===== src/design/spq_pkg.sv =====
// ============================================================================
// spq_pkg: shared types for the stable priority queue
// Holds the result status codes, the datapath operation codes and the
// command and status groups that pass between the controller and datapath.
// ============================================================================
package spq_pkg;

    // Field widths fixed by the interface
    localparam int unsigned VALUE_W = 32;
    localparam int unsigned PRIO_W  = 8;
    localparam int unsigned OCC_W   = 5;

    // Result status codes
    typedef enum logic [1:0] {
        ST_OK    = 2'd0,
        ST_EMPTY = 2'd1,
        ST_FULL  = 2'd2
    } status_t;

    // Request type codes
    typedef enum logic {
        REQ_INSERT = 1'b0,
        REQ_REMOVE = 1'b1
    } req_t;

    // Operation that the datapath carries out in its execute cycle
    typedef enum logic [2:0] {
        OP_NONE,
        OP_INSERT,
        OP_REMOVE,
        OP_REJECT_EMPTY,
        OP_REJECT_FULL
    } op_t;

    // Controller to datapath
    typedef struct packed {
        logic capture;
        op_t  op;
    } cmd_t;

    // Datapath to controller
    typedef struct packed {
        logic req_remove;
        logic empty;
        logic full;
    } dp_status_t;

endpackage


===== src/design/spq_ctrl.sv =====
// ============================================================================
// spq_ctrl: request sequencer for the stable priority queue
// Accepts one item at a time, runs it through the execute state and keeps
// the output valid flag until the result item is taken.
// ============================================================================
module spq_ctrl
(
    input  logic                clk,
    input  logic                rst_n,
    input  logic                in_valid,
    output logic                in_ready,
    output logic                out_valid,
    input  logic                out_ready,
    input  spq_pkg::dp_status_t dp_status,
    output spq_pkg::cmd_t       cmd
);
    import spq_pkg::*;

    typedef enum logic {
        S_IDLE,
        S_EXEC
    } state_t;

    state_t state_reg;
    state_t state_next;
    logic   out_valid_reg;
    logic   out_valid_next;
    logic   accept;

    // A new item may enter in the idle state once the result slot is free or is being emptied.
    assign in_ready  = (state_reg == S_IDLE) && (!out_valid_reg || out_ready);
    assign accept    = in_valid && in_ready;
    assign out_valid = out_valid_reg;

    // Next state, output flag and datapath command
    always_comb
    begin
        state_next     = state_reg;
        out_valid_next = out_valid_reg;
        cmd.capture    = 1'b0;
        cmd.op         = OP_NONE;
        if (out_valid_reg && out_ready)
        begin
            out_valid_next = 1'b0;
        end
        unique case (state_reg)
            S_IDLE:
            begin
                if (accept)
                begin
                    cmd.capture = 1'b1;
                    state_next  = S_EXEC;
                end
            end
            S_EXEC:
            begin
                if (dp_status.req_remove)
                begin
                    cmd.op = dp_status.empty ? OP_REJECT_EMPTY : OP_REMOVE;
                end
                else
                begin
                    cmd.op = dp_status.full ? OP_REJECT_FULL : OP_INSERT;
                end
                out_valid_next = 1'b1;
                state_next     = S_IDLE;
            end
            default:
            begin
                state_next = S_IDLE;
            end
        endcase
    end

    // State and registered output flag
    always_ff @(posedge clk or negedge rst_n)
    begin
        if (!rst_n)
        begin
            state_reg     <= S_IDLE;
            out_valid_reg <= 1'b0;
        end
        else
        begin
            state_reg     <= state_next;
            out_valid_reg <= out_valid_next;
        end
    end

endmodule


===== src/design/spq_datapath.sv =====
// ============================================================================
// spq_datapath: sorted cell chain of the stable priority queue
// Each cell compares its own priority with the new item, so an insert or a
// remove updates the whole chain in parallel. Cell 0 is the front.
// ============================================================================
module spq_datapath
#(
    parameter int unsigned QUEUE_DEPTH = 16
)
(
    input  logic                                 clk,
    input  logic                                 rst_n,
    input  spq_pkg::cmd_t                        cmd,
    output spq_pkg::dp_status_t                  dp_status,
    input  logic                                 req_type,
    input  logic signed [spq_pkg::VALUE_W-1:0]   item_value,
    input  logic signed [spq_pkg::PRIO_W-1:0]    item_priority,
    output logic signed [spq_pkg::VALUE_W-1:0]   out_value,
    output logic        [1:0]                    status,
    output logic        [spq_pkg::OCC_W-1:0]     occupancy
);
    import spq_pkg::*;

    localparam int unsigned CNT_W = $clog2(QUEUE_DEPTH + 1);

    // Latched request
    logic                      req_remove_reg;
    logic signed [VALUE_W-1:0] req_value_reg;
    logic signed [PRIO_W-1:0]  req_prio_reg;

    // Cell chain and fill count
    logic signed [PRIO_W-1:0]  prio_reg   [QUEUE_DEPTH];
    logic signed [PRIO_W-1:0]  prio_next  [QUEUE_DEPTH];
    logic signed [VALUE_W-1:0] value_reg  [QUEUE_DEPTH];
    logic signed [VALUE_W-1:0] value_next [QUEUE_DEPTH];
    logic [QUEUE_DEPTH-1:0]    stay;
    logic [CNT_W-1:0]          count_reg;
    logic [CNT_W-1:0]          count_next;

    // Result registers
    logic signed [VALUE_W-1:0] out_value_reg;
    logic signed [VALUE_W-1:0] out_value_next;
    status_t                   status_reg;
    status_t                   status_next;
    logic [OCC_W-1:0]          occ_reg;
    logic [OCC_W-1:0]          occ_next;

    assign dp_status.req_remove = req_remove_reg;
    assign dp_status.empty      = (count_reg == '0);
    assign dp_status.full       = (count_reg == CNT_W'(QUEUE_DEPTH));

    // Capture the request at acceptance
    always_ff @(posedge clk)
    begin
        if (cmd.capture)
        begin
            req_remove_reg <= (req_type == REQ_REMOVE);
            req_value_reg  <= item_value;
            req_prio_reg   <= item_priority;
        end
    end

    // One cell per slot: an occupied cell whose priority is equal or higher
    // keeps its entry; the first cell past them takes the new item and the
    // rest take their front neighbor. A remove moves every entry forward.
    for (genvar i = 0; i < QUEUE_DEPTH; i++)
    begin : g_cell
        assign stay[i] = (count_reg > CNT_W'(i)) && (prio_reg[i] >= req_prio_reg);

        always_comb
        begin
            prio_next[i]  = prio_reg[i];
            value_next[i] = value_reg[i];
            if (cmd.op == OP_INSERT)
            begin
                if (!stay[i])
                begin
                    if (i == 0)
                    begin
                        prio_next[i]  = req_prio_reg;
                        value_next[i] = req_value_reg;
                    end
                    else if (stay[(i == 0) ? 0 : i - 1])
                    begin
                        prio_next[i]  = req_prio_reg;
                        value_next[i] = req_value_reg;
                    end
                    else
                    begin
                        prio_next[i]  = prio_reg[(i == 0) ? 0 : i - 1];
                        value_next[i] = value_reg[(i == 0) ? 0 : i - 1];
                    end
                end
            end
            else if (cmd.op == OP_REMOVE)
            begin
                if (i < QUEUE_DEPTH - 1)
                begin
                    prio_next[i]  = prio_reg[(i < QUEUE_DEPTH - 1) ? i + 1 : i];
                    value_next[i] = value_reg[(i < QUEUE_DEPTH - 1) ? i + 1 : i];
                end
            end
        end

        always_ff @(posedge clk)
        begin
            prio_reg[i]  <= prio_next[i];
            value_reg[i] <= value_next[i];
        end
    end

    // Result and fill count for the executed operation
    always_comb
    begin
        count_next     = count_reg;
        out_value_next = out_value_reg;
        status_next    = status_reg;
        unique case (cmd.op)
            OP_INSERT:
            begin
                count_next     = count_reg + CNT_W'(1);
                out_value_next = '0;
                status_next    = ST_OK;
            end
            OP_REMOVE:
            begin
                count_next     = count_reg - CNT_W'(1);
                out_value_next = value_reg[0];
                status_next    = ST_OK;
            end
            OP_REJECT_EMPTY:
            begin
                out_value_next = '0;
                status_next    = ST_EMPTY;
            end
            OP_REJECT_FULL:
            begin
                out_value_next = '0;
                status_next    = ST_FULL;
            end
            default:
            begin
                count_next = count_reg;
            end
        endcase
    end

    // Occupancy is the new count taken modulo the field width
    if (CNT_W >= OCC_W)
    begin : g_occ_trunc
        assign occ_next = (cmd.op == OP_NONE) ? occ_reg : count_next[OCC_W-1:0];
    end
    else
    begin : g_occ_ext
        assign occ_next = (cmd.op == OP_NONE) ? occ_reg
                                              : {{(OCC_W - CNT_W){1'b0}}, count_next};
    end

    // Fill count
    always_ff @(posedge clk or negedge rst_n)
    begin
        if (!rst_n)
        begin
            count_reg <= '0;
        end
        else
        begin
            count_reg <= count_next;
        end
    end

    // Result payload
    always_ff @(posedge clk)
    begin
        out_value_reg <= out_value_next;
        status_reg    <= status_next;
        occ_reg       <= occ_next;
    end

    assign out_value = out_value_reg;
    assign status    = status_reg;
    assign occupancy = occ_reg;

endmodule


===== src/design/stable_priority_queue_unit.sv =====
// ============================================================================
// stable_priority_queue_unit: bounded sorted priority queue
// Inserts keep entries in descending priority with equal priorities in
// arrival order; removes return the front entry. One result per request.
// ============================================================================
//
//  channel | signals                                   | handshake
//  --------+-------------------------------------------+-------------------
//  input   | req_type, item_value, item_priority       | in_valid/in_ready
//  output  | out_value, status, occupancy              | out_valid/out_ready
//
// An item is accepted in the idle state; in the execute state the whole cell
// chain compares and shifts in parallel, after which its result is registered.
// A new item is accepted while the previous result still waits, as long as
// that result is taken in the same cycle or the slot is already free.
// A stalled output holds one result and blocks only the next request.
// Reset empties the queue at once; the cell contents need no clearing.
//
module stable_priority_queue_unit
#(
    parameter int unsigned QUEUE_DEPTH = 16
)
(
    input  logic                               clk,
    input  logic                               rst_n,
    input  logic                               in_valid,
    output logic                               in_ready,
    input  logic                               req_type,
    input  logic signed [spq_pkg::VALUE_W-1:0] item_value,
    input  logic signed [spq_pkg::PRIO_W-1:0]  item_priority,
    output logic                               out_valid,
    input  logic                               out_ready,
    output logic signed [spq_pkg::VALUE_W-1:0] out_value,
    output logic        [1:0]                  status,
    output logic        [spq_pkg::OCC_W-1:0]   occupancy
);
    import spq_pkg::*;

    cmd_t       cmd;
    dp_status_t dp_status;

    // Sequencer
    spq_ctrl u_ctrl
    (
        .clk       (clk),
        .rst_n     (rst_n),
        .in_valid  (in_valid),
        .in_ready  (in_ready),
        .out_valid (out_valid),
        .out_ready (out_ready),
        .dp_status (dp_status),
        .cmd       (cmd)
    );

    // Cell chain and result registers
    spq_datapath
    #(
        .QUEUE_DEPTH (QUEUE_DEPTH)
    )
    u_datapath
    (
        .clk           (clk),
        .rst_n         (rst_n),
        .cmd           (cmd),
        .dp_status     (dp_status),
        .req_type      (req_type),
        .item_value    (item_value),
        .item_priority (item_priority),
        .out_value     (out_value),
        .status        (status),
        .occupancy     (occupancy)
    );

endmodule


===== config.mk =====
export PLATFORM = sky130hd
export DESIGN_NAME = stable_priority_queue_unit
export DESIGN_NICKNAME = d
export VERILOG_FILES = /design/src/design/spq_pkg.sv /design/src/design/spq_ctrl.sv /design/src/design/spq_datapath.sv /design/src/design/stable_priority_queue_unit.sv
export SDC_FILE = /design/constraint.sdc
export NUM_CORES = 2
export LEC_CHECK = 0
export BUFFER_PORTS_ARGS = -buffer_cell sky130_fd_sc_hd__buf_2
export CORE_ASPECT_RATIO = 0.75
export CORE_MARGIN = 2
export CORE_UTILIZATION = 50
export DETAILED_ROUTE_END_ITERATION = 8
export GPL_TIMING_DRIVEN = 1
export PLACE_DENSITY_LB_ADDON = 0.12
export SETUP_SLACK_MARGIN = 0.4
export SLEW_MARGIN = 0
export SYNTH_ARGS = -nofsm -noshare
export SYNTH_HDL_FRONTEND = slang
export SYNTH_SLANG_ARGS = --single-unit
export TNS_END_PERCENT = 5

===== constraint.sdc =====
create_clock -name clk -period 6.85 [get_ports clk]
set_clock_uncertainty 0.2 [all_clocks]
set_input_delay 2.055 -clock clk [delete_from_list [all_inputs] [get_ports clk]]
set_output_delay 2.055 -clock clk [all_outputs]
set_load 0.005 [all_outputs]

; ---- After elaboration in Yosys (flattened, before gate mapping)
; Memory sizes are Yosys's and may differ from the RTL's.
; Cells that the tools add are included.
; Widths: inputs -> output; s select.
[word_totals]
regBits = 87
latchBits = 0
mem_count = 2
in_bits = 45
out_inout_bits = 41
ramBits = 640
rom_bits = 0
wordCells = 215
[classes]
reduce_logical = 28
eq_ne = 5
shifts = 0
bitwise = 1
mul = 0
mux = 136
order_cmp = 32
div = 0
n_addsub = 2
[memory_table]
columns = name, depth, width, read_ports, rd_ports_with_merged_regs, wr, line_no
row1 = u_datapath.value_reg, 16, 32, 16, 0, 16, spq_datapath.sv:34  ; logic signed [VALUE_W-1:0] value_reg [QUEUE_DEPTH];
row2 = u_datapath.prio_reg, 16, 8, 16, 0, 16, spq_datapath.sv:32  ; logic signed [PRIO_W-1:0] prio_reg [QUEUE_DEPTH];
[ops]
columns = operator, n
row1 = $mux 32, 62
row2 = $mux 8, 62
row3 = $ge 8x8->1, 16
row4 = $pmux 32 s2, 1
row5 = $gt 5x4->1 const B, 8
row6 = $gt 5x3->1 const B, 4
row7 = $logic_and 1x1->1, 19
row8 = $gt 5x1->1 const B, 2
row9 = $gt 5x2->1 const B, 2
row10 = $pmux 5 s2, 1
row11 = $mux 3, 3
row12 = $eq 3x2->1 const B, 2
row13 = $pmux 2 s3, 1
row14 = $add 5x1->5 const B, 1
row15 = $eq 5x5->1 const B, 1
row16 = $logic_not 5->1, 1
row17 = $mux 1, 5
row18 = $sub 5x1->5 const B, 1
row19 = $reduce_bool 2->1, 2
row20 = $eq 3x1->1 const B, 1
row21 = $eq 3x3->1 const B, 1
row22 = $logic_not 3->1, 1
row23 = $reduce_bool 3->1, 1
row24 = $reduce_or 3->1, 1
row25 = 5 further kinds, 5

; ---- Logic depth before layout (Yosys ltp)
[depth]
ltp_word = 7
ltp_mapped = 11

; ---- Hierarchy
; From an unflattened synthesis, not the netlist that was laid out.
[unflattened]
hier_cells = 3106
area_unflattened_um2 = 36725.2
[modules_own_cells]
columns = module, cells_each, seq_area_each_um2, area_each_um2, instances
row1 = spq_datapath, 3092, 21745.9, 36593.8, 1
row2 = spq_ctrl, 14, 50.0, 131.4, 1

; ---- Worst setup path before layout
; Ideal clock, no wire load.
[synth_timing]
path_type = register to register
start = reg u_datapath.req_prio_reg[5] (netlist name)
end = mem u_datapath.prio_reg[8][0] (enable)
path_stages_with_launch = 9
n_path_buf = 1
path_slack_ps = 1067
arrival_time_ps = 5091
cell_sequence = edfxtp_1 -> inv_1 -> ha_1 -> a21o_1 -> a2111oi_1 -> o211ai_1 -> and2_1 -> clkbuf_1 -> o21ai_0
[synth_rtl]
columns = element, line_no
row1 = to (decl), spq_datapath.sv:32

==> metrics.cfg <==
[global_route]
grt_usage = 0.254
antenna_found_initial = 0
grt_max_degree = 235
grt-ovfl-total = 0
first_global_vias = 26300
grt_pass1_wl_um = 160000

[cts]
cts.sinks = 727
clk_latency_ns = 0.64
root_buffer = clkbuf_16
hold_buffers = 0
path_clk_slew_ns = 0.06
cts_max_level = 3
cts_buffer_depth = 3
postCtsSetupRepairBufs = 0
post_cts_resized = 0
cts_tree = built
cts_buffers = 78

[finish]
finalNonFillerCells = 4671
fin_area_um2 = 42800
postLayoutCoreUtil = 0.546
seqCellArea_um2 = 21800
drive_above_1_share = 0.0969
fill_cells = 6752
largest_register_ffs = 512
multi_input_comb_area_um2 = 16000
syn_to_final_growth_pct = 8.35
fin_nets = 3743

[timing]
finalMaxSlewViolations = 0
max_slew_margin = 0.182
period_share = 0.709
setup_violations = 0
fin_setup_tns_ns = 0
fmax_mhz = 206
layout_min_cycle_time_ns = 4.86
rsz0062_at_grt = false
worst_slew_pin_slew_ns = 1.22
hold_viol = 0

[critical_path]
reg2reg_depth = 8
worstPathRequired_ns = 6.91
setup.worst_path.end_class = register
cpMaxStageDelayCell = or2_2
crit_chain = inv_1 -> ha_1 -> a211oi_1 -> a21oi_1 -> o221ai_2 -> and2_1 -> buf_4 -> or2_2
cp-start-kind = register
worstPathArrival_ns = 4.92
crit_path_max_incr_delay_ns = 0.89
critPathKind = reg2reg
crit_fanout = 41

[synth]
yosysUniqueCellTypes = 75
yosysWarnings = 0
syn_area_um2 = 39500
ys_seq_area_frac = 0.551
syn_inst = 3665
synth_edf_count = 720
synthArstFlopShare = 0.00963
synth_top_area_share = 0.547
synth_area_leaders = edfxtp_1 (55%), nand2_1 (5.5%), mux2i_1 (4.7%)
synth_area_per_cell_um2 = 10.8
synth-seq-cells = 727
synth_top_area_cell = edfxtp_1
syn-num-nets = 3844
synth-main-ff-cell = edfxtp_1

[power_and_ir_drop]
ir_worst_vdd_uv = 189
power_density_nw_per_um2 = 362
p_leak_uw = 0.0156

[min_path]
holdPathStages = 2
holdCritPathClass = reg2reg

[detailed_routing]
first_pass_iters = 6
ant_nets = 0
drt_wl_total_um = 106000
vias = 29200
wl_per_cell_um = 22.6
first_iter_violations = 4134
vias_per_cell = 6.26
drc = 0

[die]
coreArea_um2 = 78500
die_w_um = 329
initial_core_util = 0.504
std_cell_rows = 89
io_pins = 86
dieArea_um2 = 81400
fp.dieH_um = 248

[placed_design]
dpl-instance-area_um2 = 40500
dp_cells = 4530
port_buffers = 85
hpwlAfterDp_um = 74900
gp_congestion = 0.868

[run]
drv_cap = 0

[status]
status = complete, no violations

==> worst max-delay path, delay by kind of cell, from the launching register on <==
kind            cells  cell delay [ns]
compound gates      3             0.75
fa+ha+maj           1             0.52
simple gates        2             1.09
buf+inv             2             1.05
flops               1             0.82
==> through the flow <==
step | worst slack, ns | total power, uW | hold WS [ns]
global route | 1.80 | 16300 | 0.371
CTS | 2.09 | 15500 | 0.312
floorplan | 1.07 | 10200 | 0.318
global placement | 2.10 | 11200 | 0.300
detailed placement | 2.07 | 11500 | 0.297
finish | 1.99 | 15500 | 0.309
==> placed cells by master, fill, tap and decap left out, types with 40 or more instances in the layout <==
cell	netlist	routed
clkbuf_16	0	81
ha_1	134	134
a22oi_1	73	73
buf_4	28	76
a21oi_1	88	82
inv_1	86	86
and2_1	54	53
a31oi_1	114	114
nand3_1	324	324
buf_2	128	85
o21ai_0	237	231
nor2_1	151	150
mux2i_1	187	187
edfxtp_1	720	720
nand2_1	576	569
nand2b_1	53	52
o211ai_1	136	136
o32ai_1	40	40
a221o_1	40	40
==> power breakdown <==
part / internal [uW] / switching, uW
Combinational: 1590 / 3070
Sequential: 6160 / 639
Clock: 2270 / 1760
==> cell usage after synthesis (31+ instances only) <==
cell / count
edfxtp_1: 720
nand2_1: 576
nand3_1: 324
o21ai_0: 237
mux2i_1: 187
clkbuf_1: 166
nor2_1: 151
o211ai_1: 136
ha_1: 134
buf_2: 128
a31oi_1: 114
a21oi_1: 88
inv_1: 86
a22oi_1: 73
and2_1: 54
nand2b_1: 53
a221o_1: 40
o32ai_1: 40
mux2_2: 39
o221a_1: 39
o221ai_1: 37
o21ai_1: 31
==> path summary, 6_finish.rpt <==
check / start / end / slack (ns)
max: u_datapath.req_prio_reg[5] / u_datapath.value_reg[0][17] / 1.99
min: u_ctrl.out_valid / u_ctrl.out_valid / 0.31
max reg2reg: u_datapath.req_prio_reg[5] / u_datapath.value_reg[0][17] / 1.99
min reg2reg: u_ctrl.out_valid / u_ctrl.out_valid / 0.31
max in group asynchronous: rst_n / u_ctrl.state_reg / 5.23
min in group asynchronous: rst_n / u_datapath.count_reg[4] / 1.05
==> cells by family after synthesis <==
kind of cell               synth area share
adders and majority gates            0.0424
AOI/OAI and AO/OA                     0.159
muxes                                0.0596
DFF                                   0.551
xor gates and xnor gates           0.000665
buffers and inverters                0.0493
and+or+nand+nor                       0.138
==> routing by layer <==
metal	vias up	global-route usage	wire length, um
met1	13900	0.443	53700
li1	13600	-	-
met3	111	0.0564	12200
met4	0	0.0438	1250
met5	-	0	0
met2	1572	0.309	38400
==> layout make-up <==
cell class,instances,area share
well taps,1046,0.0305
repair buffers,163,0.0242
flip-flops and latches,727,0.509
inverters,87,0.00762
clock buffers,98,0.0488
diodes,2,0.000117
clock inverters,41,0.00666
multi-input cells,2507,0.373
Note: power is estimated with default switching activity, not from simulation.
